File: src/hdl/assert_macros.svh
// assertion macros shared by the rtl
`ifndef ASSERT_MACROS_SVH
`define ASSERT_MACROS_SVH

`ifndef NO_ASSERTIONS

// property must hold at every clock edge out of reset
`define ASSERT_ALWAYS(label, clk, rst_n, prop, msg) \
  label: assert property (@(posedge clk) disable iff (!rst_n) (prop)) else $error(msg);

// condition must never be seen at a clock edge out of reset
`define ASSERT_NEVER(label, clk, rst_n, cond, msg) \
  label: assert property (@(posedge clk) disable iff (!rst_n) !(cond)) else $error(msg);

`else

`define ASSERT_ALWAYS(label, clk, rst_n, prop, msg)
`define ASSERT_NEVER(label, clk, rst_n, cond, msg)

`endif

`endif

File: src/hdl/b64d_pkg.sv
`timescale 1ns / 1ps
`default_nettype none

package b64d_pkg;

  localparam int unsigned B64D_FIFO_DEPTH = 4;
  localparam logic [7:0]  PAD_CHAR        = 8'h3D;

  typedef enum logic [1:0] {
    ST_OK       = 2'd0,
    ST_LENGTH   = 2'd1,
    ST_BAD_CHAR = 2'd2,
    ST_PAD      = 2'd3
  } b64d_status_e;

  // one unit of work for the output side: a decoded quantum or a status
  typedef struct packed {
    logic         is_status;
    b64d_status_e status;
    logic [1:0]   last_idx;   // index of the final byte to send
    logic [23:0]  quantum;
  } b64d_job_t;

  typedef struct packed {
    logic full;
    logic empty;
  } b64d_fifo_stat_t;

  // returns {bad, sextet}
  function automatic logic [6:0] sextet_of(input logic [7:0] c);
    logic [6:0] r;
    r = 7'h40;
    if (c inside {[8'h41:8'h5A]}) begin
      r = {1'b0, 6'(c - 8'h41)};
    end else if (c inside {[8'h61:8'h7A]}) begin
      r = {1'b0, 6'(c - 8'h61 + 8'd26)};
    end else if (c inside {[8'h30:8'h39]}) begin
      r = {1'b0, 6'(c - 8'h30 + 8'd52)};
    end else if (c == 8'h2B) begin
      r = {1'b0, 6'd62};
    end else if (c == 8'h2F) begin
      r = {1'b0, 6'd63};
    end
    return r;
  endfunction

  // keep the most urgent error: lowest nonzero code
  function automatic b64d_status_e note_error(input b64d_status_e cur,
                                              input b64d_status_e code);
    return ((cur == ST_OK) || (code < cur)) ? code : cur;
  endfunction

endpackage

`default_nettype wire

File: src/hdl/b64d_front.sv
`timescale 1ns / 1ps
`default_nettype none

module b64d_front import b64d_pkg::*; (
  input  wire logic      clk_i,
  input  wire logic      rst_ni,
  input  wire logic      accept_i,
  input  wire logic [7:0] symbol_i,
  input  wire logic      end_marker_i,
  output logic           push_o,
  output b64d_job_t      job_o
);

  logic [23:0]  quantum_q, quantum_d;
  logic [1:0]   pos_q, pos_d;
  logic [1:0]   pad_q, pad_d;
  logic         seen_q, seen_d;
  b64d_status_e err_q, err_d;

  logic [6:0]   sx;
  logic [5:0]   bits;
  logic [23:0]  shifted;

  assign sx = sextet_of(symbol_i);

  always_comb begin
    quantum_d = quantum_q;
    pos_d     = pos_q;
    pad_d     = pad_q;
    seen_d    = seen_q;
    err_d     = err_q;
    push_o    = 1'b0;
    job_o     = '0;
    bits      = '0;
    shifted   = '0;
    if (accept_i) begin
      if (end_marker_i) begin
        push_o          = 1'b1;
        job_o.is_status = 1'b1;
        job_o.status    = (pos_q != 2'd0) ? ST_LENGTH : err_q;
        quantum_d       = '0;
        pos_d           = '0;
        pad_d           = '0;
        seen_d          = 1'b0;
        err_d           = ST_OK;
      end else begin
        if (seen_q) err_d = note_error(err_d, ST_PAD);
        if (symbol_i == PAD_CHAR) begin
          if (pos_q < 2'd2) err_d = note_error(err_d, ST_PAD);
          else if (pos_q == 2'd2) pad_d[0] = 1'b1;
          else pad_d[1] = 1'b1;
        end else if (sx[6]) begin
          err_d = note_error(err_d, ST_BAD_CHAR);
        end else begin
          bits = sx[5:0];
        end
        shifted = {quantum_q[17:0], bits};
        if (pos_q == 2'd3) begin
          push_o         = 1'b1;
          job_o.quantum  = shifted;
          job_o.last_idx = 2'd2 - {1'b0, pad_d[0]} - {1'b0, pad_d[1]};
          if (pad_d != 2'b00) seen_d = 1'b1;
          quantum_d      = '0;
          pad_d          = '0;
          pos_d          = '0;
        end else begin
          quantum_d = shifted;
          pos_d     = pos_q + 2'd1;
        end
      end
    end
  end

  always_ff @(posedge clk_i or negedge rst_ni) begin
    if (!rst_ni) begin
      quantum_q <= '0;
      pos_q     <= '0;
      pad_q     <= '0;
      seen_q    <= 1'b0;
      err_q     <= ST_OK;
    end else begin
      quantum_q <= quantum_d;
      pos_q     <= pos_d;
      pad_q     <= pad_d;
      seen_q    <= seen_d;
      err_q     <= err_d;
    end
  end

endmodule

`default_nettype wire

File: src/hdl/b64d_fifo.sv
`timescale 1ns / 1ps
`default_nettype none

module b64d_fifo import b64d_pkg::*; #(
  parameter int unsigned DEPTH = B64D_FIFO_DEPTH
) (
  input  wire logic      clk_i,
  input  wire logic      rst_ni,
  input  wire logic      push_i,
  input  wire b64d_job_t job_i,
  input  wire logic      pop_i,
  output b64d_job_t      head_o,
  output b64d_fifo_stat_t stat_o
);

  localparam int unsigned PW = (DEPTH > 1) ? $clog2(DEPTH) : 1;
  localparam int unsigned CW = $clog2(DEPTH + 1);

  b64d_job_t       mem_q [DEPTH];
  logic [PW-1:0]   wr_ptr_q, wr_ptr_d;
  logic [PW-1:0]   rd_ptr_q, rd_ptr_d;
  logic [CW-1:0]   count_q, count_d;

  assign head_o       = mem_q[rd_ptr_q];
  assign stat_o.full  = (count_q == CW'(DEPTH));
  assign stat_o.empty = (count_q == '0);

  always_comb begin
    wr_ptr_d = wr_ptr_q;
    rd_ptr_d = rd_ptr_q;
    count_d  = count_q;
    if (push_i) begin
      wr_ptr_d = (wr_ptr_q == PW'(DEPTH - 1)) ? '0 : wr_ptr_q + PW'(1);
    end
    if (pop_i) begin
      rd_ptr_d = (rd_ptr_q == PW'(DEPTH - 1)) ? '0 : rd_ptr_q + PW'(1);
    end
    if (push_i && !pop_i) count_d = count_q + CW'(1);
    else if (!push_i && pop_i) count_d = count_q - CW'(1);
  end

  always_ff @(posedge clk_i or negedge rst_ni) begin
    if (!rst_ni) begin
      wr_ptr_q <= '0;
      rd_ptr_q <= '0;
      count_q  <= '0;
    end else begin
      wr_ptr_q <= wr_ptr_d;
      rd_ptr_q <= rd_ptr_d;
      count_q  <= count_d;
    end
  end

  always_ff @(posedge clk_i) begin
    if (push_i) mem_q[wr_ptr_q] <= job_i;
  end

endmodule

`default_nettype wire

File: src/hdl/b64d_back.sv
`timescale 1ns / 1ps
`default_nettype none

module b64d_back import b64d_pkg::*; (
  input  wire logic        clk_i,
  input  wire logic        rst_ni,
  input  wire b64d_job_t   head_i,
  input  wire logic        empty_i,
  output logic             pop_o,
  output logic             m_axis_tvalid,
  input  wire logic        m_axis_tready,
  output logic [15:0]      m_axis_tdata,
  output logic             m_axis_tuser,
  output logic             m_axis_tlast
);

  b64d_job_t  cur_q, cur_d;
  logic       valid_q, valid_d;
  logic [1:0] idx_q, idx_d;
  logic       done;
  logic       take;
  logic [7:0] byte_sel;

  assign done = m_axis_tready && valid_q && (idx_q == cur_q.last_idx);
  assign take = !valid_q || done;
  assign pop_o = take && !empty_i;

  always_comb begin
    case (idx_q)
      2'd0:    byte_sel = cur_q.quantum[23:16];
      2'd1:    byte_sel = cur_q.quantum[15:8];
      default: byte_sel = cur_q.quantum[7:0];
    endcase
  end

  assign m_axis_tvalid = valid_q;
  assign m_axis_tdata  = {6'd0, cur_q.is_status ? cur_q.status : ST_OK, byte_sel};
  assign m_axis_tuser  = cur_q.is_status;
  assign m_axis_tlast  = (idx_q == cur_q.last_idx);

  always_comb begin
    cur_d   = cur_q;
    valid_d = valid_q;
    idx_d   = idx_q;
    if (take) begin
      valid_d = !empty_i;
      cur_d   = head_i;
      idx_d   = '0;
    end else if (m_axis_tready) begin
      idx_d = idx_q + 2'd1;
    end
  end

  always_ff @(posedge clk_i or negedge rst_ni) begin
    if (!rst_ni) begin
      valid_q <= 1'b0;
      idx_q   <= '0;
    end else begin
      valid_q <= valid_d;
      idx_q   <= idx_d;
    end
  end

  always_ff @(posedge clk_i) begin
    cur_q <= cur_d;
  end

endmodule

`default_nettype wire

File: src/hdl/base64_stream_decoder.sv
`timescale 1ns / 1ps
`default_nettype none
`include "assert_macros.svh"

// base64 stream decoder (standard alphabet, '=' padding). one character
// comes in per request on s_axis; a request with tlast set closes the string
// and yields one status item (tuser high) with code 0 ok, 1 length not a
// multiple of four, 2 bad character, 3 misplaced padding. every fourth
// character yields three bytes, fewer where the quantum was padded. bytes
// already sent stand even when the string ends in error, so the consumer
// drops them on a nonzero status. the front end decodes and classifies one
// character every cycle that s_axis_tready is high, handing finished quanta
// and status requests to a short job queue; the back end drains it at one
// result per cycle while m_axis_tready is high, from a registered output
// stage. input therefore runs at one character per cycle while the output
// keeps up; since four characters give at most three bytes the output port
// is the limit only under backpressure, and a full queue then holds off
// s_axis_tready. each quantum is queued, then registered in the output stage.
module base64_stream_decoder import b64d_pkg::*; #(
  parameter int unsigned FIFO_DEPTH = B64D_FIFO_DEPTH
) (
  input  wire logic        clk_i,
  input  wire logic        rst_ni,
  input  wire logic        s_axis_tvalid,
  output logic             s_axis_tready,
  input  wire logic [7:0]  s_axis_tdata,   // [7:0] symbol
  input  wire logic        s_axis_tlast,   // end marker
  output logic             m_axis_tvalid,
  input  wire logic        m_axis_tready,
  output logic [15:0]      m_axis_tdata,   // [7:0] data_byte, [9:8] status, rest zero
  output logic             m_axis_tuser,   // [0] is_status
  output logic             m_axis_tlast    // last result of this request
);

  logic            accept;
  logic            push;
  logic            pop;
  b64d_job_t       job_in;
  b64d_job_t       job_head;
  b64d_fifo_stat_t fifo_stat;

  // take a new character whenever the queue has room for what it may cause
  assign s_axis_tready = !fifo_stat.full;
  assign accept        = s_axis_tvalid && s_axis_tready;

  // front end: sextet lookup, quantum assembly, padding and error tracking
  b64d_front u_front (
    .clk_i        (clk_i),
    .rst_ni       (rst_ni),
    .accept_i     (accept),
    .symbol_i     (s_axis_tdata),
    .end_marker_i (s_axis_tlast),
    .push_o       (push),
    .job_o        (job_in)
  );

  // job queue parting decode from byte output
  b64d_fifo #(
    .DEPTH (FIFO_DEPTH)
  ) u_fifo (
    .clk_i  (clk_i),
    .rst_ni (rst_ni),
    .push_i (push),
    .job_i  (job_in),
    .pop_i  (pop),
    .head_o (job_head),
    .stat_o (fifo_stat)
  );

  // back end: one byte or status per cycle while m_axis_tready is high
  b64d_back u_back (
    .clk_i         (clk_i),
    .rst_ni        (rst_ni),
    .head_i        (job_head),
    .empty_i       (fifo_stat.empty),
    .pop_o         (pop),
    .m_axis_tvalid (m_axis_tvalid),
    .m_axis_tready (m_axis_tready),
    .m_axis_tdata  (m_axis_tdata),
    .m_axis_tuser  (m_axis_tuser),
    .m_axis_tlast  (m_axis_tlast)
  );

  // queue must never overflow or underflow
  `ASSERT_NEVER(a_no_overflow, clk_i, rst_ni, push && fifo_stat.full && !pop, "job queue overflow")
  `ASSERT_NEVER(a_no_underflow, clk_i, rst_ni, pop && fifo_stat.empty, "job queue underflow")
  // a status item is always the single result of its request
  `ASSERT_ALWAYS(a_status_last, clk_i, rst_ni, (m_axis_tvalid && m_axis_tuser) |-> m_axis_tlast, "status item without tlast")
  // data bytes carry a zero status field
  `ASSERT_ALWAYS(a_data_ok, clk_i, rst_ni, (m_axis_tvalid && !m_axis_tuser) |-> (m_axis_tdata[9:8] == 2'd0), "data item with status")

endmodule

`default_nettype wire

File: config.mk
export PLATFORM = sky130hd
export DESIGN_NAME = base64_stream_decoder
export DESIGN_NICKNAME = d
export VERILOG_FILES = /design/src/hdl/b64d_pkg.sv /design/src/hdl/b64d_front.sv /design/src/hdl/b64d_fifo.sv /design/src/hdl/b64d_back.sv /design/src/hdl/base64_stream_decoder.sv
export VERILOG_INCLUDE_DIRS = /design/src /design/src/hdl
export SDC_FILE = /design/constraint.sdc
export NUM_CORES = 1
export LEC_CHECK = 0
export BUFFER_PORTS_ARGS = -buffer_cell sky130_fd_sc_hd__buf_4
export CORE_AREA = 2 2 135 137
export CTS_BUF_LIST = sky130_fd_sc_hd__clkbuf_16
export DETAILED_ROUTE_END_ITERATION = 8
export DIE_AREA = 0 0 137 139
export PLACE_DENSITY = 0.58
export RECOVER_POWER = 50
export SLEW_MARGIN = 20
export SYNTH_ARGS = -nofsm -noshare
export SYNTH_HDL_FRONTEND = slang
export SYNTH_SLANG_ARGS = --single-unit
File: constraint.sdc
create_clock -name clk_i -period 4.5 [get_ports clk_i]
set_clock_uncertainty 0.2 [all_clocks]
set_input_delay 0.9 -clock clk_i [delete_from_list [all_inputs] [get_ports clk_i]]
set_output_delay 0.9 -clock clk_i [all_outputs]
set_load 0.05 [all_outputs]
==> key figures <==
Power
  – Power Dens Cells: 640 nW/um2
  – P_leak: approximately 3.2 nW
  – Max VDD drop: around 0.00035 V

Synth
  – Ys async rst share: roughly 20%
  – Syn Area/Cell: about 16 um2
  – Synth Flop Type: edfxtp_1
  – Seq cells post-synth: 180
  – Post-synth EDFFs: around 150
  – Seq/Total Area, Yosys: between 60 and 70%
  – Synthesized area: 7810 um2
  – Synthesized instance count: approximately 480
  – Distinct cells, synth: 72
  – Synthesis Warnings: 0

Timing
  – Setup violators final: 0
  – Final slew viol count: between 90 and 100
  – Slew @ Worst Pin: 2.00 ns
  – Min Hold Slack: between 0.3 and 0.4 ns
  – Max_slew headroom: -33.1%
  – Period utilisation layout: roughly 75%
  – Final setup TNS: 0 ns
  – Final hold viol count: 0
  – RSZ-0062 raised after global routing: false
  – Fin crit period: between 3 and 4 ns
  – Fmax: 297 MHz

Setup path
  – Kind of critical path: flop to flop
  – CP Launch Point: u_fifo.count_q[0]$_DFFE_PN0P_
  – Reg2reg end: u_fifo.mem_q[3][2]$_DFFE_PP_
  – Crit path max fanout: 29
  – Worst r2r src: u_fifo.count_q[0]$_DFFE_PN0P_
  – Arr. time, crit path: about 3.4 ns
  – Crit. End Element: flop
  – Critical path launch point type: flop
  – Internal reg-to-reg setup slack: 1.13 ns
  – Reg2Reg Depth: 7
  – Critical Path RT: 4.54 ns

Global route
  – Gr ovfl total: 0
  – Pin count of the biggest net entering global routing: 36
  – First-pass GRT wire length: 22.5 mm
  – Initial antenna violation count: 0
  – Vias in the first global route: roughly 4300
  – GR Util All Layers: 15.9%

Floorplanning
  – Cell Rows: 49
  – Die area: between 15000 and 20000 um2
  – Core ar.: about 18000 um2
  – Die Wd: 137 um
  – Chip height: 139 um
  – Starting Density: 44.2%
  – Ports: 33

CTS
  – Root Buffer: clkbuf_16
  – Clock Sinks: 180
  – CTS tree: built
  – Post-CTS Resized: 0
  – CTS Buf Count: 17
  – Post-CTS setup buffer count: 0
  – Register clock-pin slew on the reported worst setup and hold paths: about 0.07 ns
  – Htree depth: 4
  – Worst-Skew Late Latency: 0.42 ns
  – Max clock buf depth: 2
  – Hold Buf Count CTS: 0

Route
  – Highest Signal Layer: met4
  – Drt pass-1 iters: 4
  – Avg WL per Cell: ~19 um
  – Met1 WL: slightly above 6 mm
  – Met3 wire len: approximately 360 um
  – Met2 WL: approximately 7.5 mm
  – Routed Antenna Nets: 0
  – Total vias in the final route: around 4000
  – DRC Markers: 0
  – DR iter-0 viols: roughly 190
  – Vias per Instance: 5.30
  – Drt total wl: between 10 and 15 mm

Final layout
  – Share of layout cells above drive strength 1: 22.0%
  – Antenna Cells: 0
  – Total Nets Final: 550
  – Synth-to-Final Area Change: 13.1%

Worst hold path
  – Cell depth of the worst hold path: 1
  – Hold WC Path Type: flop to flop
  – Hold path endpoint: u_front.quantum_q[17]$_DFFE_PN0P_
  – Hold Startpoint: u_front.quantum_q[17]$_DFFE_PN0P_

Placement
  – I/O Buffers: 26
  – GP Congestion: ~0.83
  – Placed wire-length estimate: just under 9 mm

Job
  – Max Cap Violations: 3

Status
  – Failing checks: max-capacitance violations, max-slew violations
  – Status: finished, violations left
[sequential cells by signal, summed over array words and instances, names as in the netlist, 2 cells and up]
name and cells:
u_front.pad_q 2, u_back.idx_q 2, u_fifo.wr_ptr_q 2, u_front.pos_q 2, u_fifo.mem_q 116, u_front.quantum_q 18
u_back.cur_q 28, u_fifo.count_q 3, u_fifo.rd_ptr_q 2, u_front.err_q 2
[metal layers]
| layer | track usage (%) | vias to the layer above |
|---|---|---|
| met3 | 3.76 | 13 |
| li1 | - | 1874 |
| met4 | 5.05 | 0 |
| met1 | 20.2 | 2054 |
| met5 | 0 | - |
| met2 | 27.0 | 65 |
[Yosys cell counts (all sizes together), types with 2 or more instances]
| cell type | count | area [um2] |
|---|---|---|
| nor2 | 21 | 86.3 |
| nand3b | 2 | 15.0 |
| buf | 13 | 85.1 |
| xor2 | 5 | 43.8 |
| o211ai | 2 | 20.0 |
| a22o | 13 | 114 |
| and2b | 2 | 20.0 |
| a22oi | 8 | 60.1 |
| o31ai | 2 | 20.0 |
| a31oi | 2 | 12.5 |
| nand2b | 3 | 18.8 |
| dfrtp | 35 | 876 |
| clkbuf | 10 | 70.1 |
| nand2 | 36 | 143 |
| inv | 20 | 75.1 |
| nor3b | 2 | 20.0 |
| edfxtp | 145 | 4350 |
| a21boi | 2 | 15.0 |
| and3 | 3 | 23.8 |
| mux2 | 5 | 56.3 |
| o22ai | 4 | 25.0 |
| mux4 | 29 | 653 |
| o21ai | 11 | 58.8 |
| ha | 21 | 263 |
| nor2b | 2 | 12.5 |
| o21a | 2 | 15.0 |
| a21oi | 10 | 57.6 |
| nand3 | 10 | 82.6 |
| xnor2 | 5 | 43.8 |
| and2 | 28 | 178 |
| nor3 | 3 | 31.3 |
| a211oi | 2 | 15.0 |
[how the worst max path moves through the flow]
stage                                    endpoint  slack (ns)  cells past startpoint
finish               u_fifo.mem_q[3][2]$_DFFE_PP_        1.13                      7
global route        u_fifo.count_q[2]$_DFFE_PN0P_        0.74                     11
CTS                               m_axis_tdata[0]        1.07                      7
detailed placement   u_fifo.mem_q[1][5]$_DFFE_PP_        1.32                      9
global placement     u_fifo.mem_q[0][5]$_DFFE_PP_        1.38                      9
floorplan           u_fifo.count_q[1]$_DFFE_PN0P_        0.85                     10
[placed cells by master, fill, tap and decap left out, types with 6 or more instances in the layout]
cell type,count
inv_1,21
conb_1,6
ha_1,21
a22oi_1,8
clkbuf_1,8
nand2_1,34
a21oi_1,8
clkbuf_16,17
and2_0,16
a22o_1,13
buf_4,28
dfrtp_1,34
edfxtp_1,145
bufinv_16,6
nor2_1,21
and2_1,11
mux4_2,29
[stage by stage]
stage	cells	instance area (um2)	power, mW	setup slack [ns]	utilization, %
floorplan	483	7830	3.61	0.845	-
global placement	725	8230	4.07	1.38	46.6
detailed placement	725	8230	4.12	1.32	46.6
CTS	756	8890	5.75	1.07	50.4
global route	756	8840	5.95	0.742	50.0
finish	756	8840	5.66	1.13	50.0
[layout make-up]
| cell class | instances | area [um2] |
|---|---|---|
| fill | 1478 | 8820 |
| sequential | 180 | 5230 |
| multi-input combinational | 260 | 2340 |
| clock buffer | 17 | 425 |
| tap | 229 | 287 |
| timing repair buffer | 36 | 240 |
| clock inverter | 14 | 235 |
| inverter | 20 | 75.1 |
[power breakdown]
part | total (mW) | switching [mW] | internal [mW]
registers | 2.47 | 0.229 | 2.24
logic | 1.56 | 0.944 | 0.621
clock network | 1.63 | 0.590 | 1.04
total | 5.66 | 1.76 | 3.90
[critical path, stage by stage (launching register included)]
cell and delay (ns):
dfrtp_1 0.44, nor2_1 0.08, nand2_1 0.12, nand2_1 0.56
nor3b_1 0.39, clkbuf_1 0.74, nand3_2 0.31, nor3_2 0.34
[logic make-up after synthesis]
group                      share of synthesized area [%]
adders and majority gates                           3.62
muxes                                               9.21
xor gates and xnor gates                            1.12
and+or+nand+nor                                     8.99
DFF                                                 67.0
other                                             0.0480
buffers and inverters                               2.95
AOI/OAI and AO/OA                                   7.10
(Power assumes the default switching activity.)
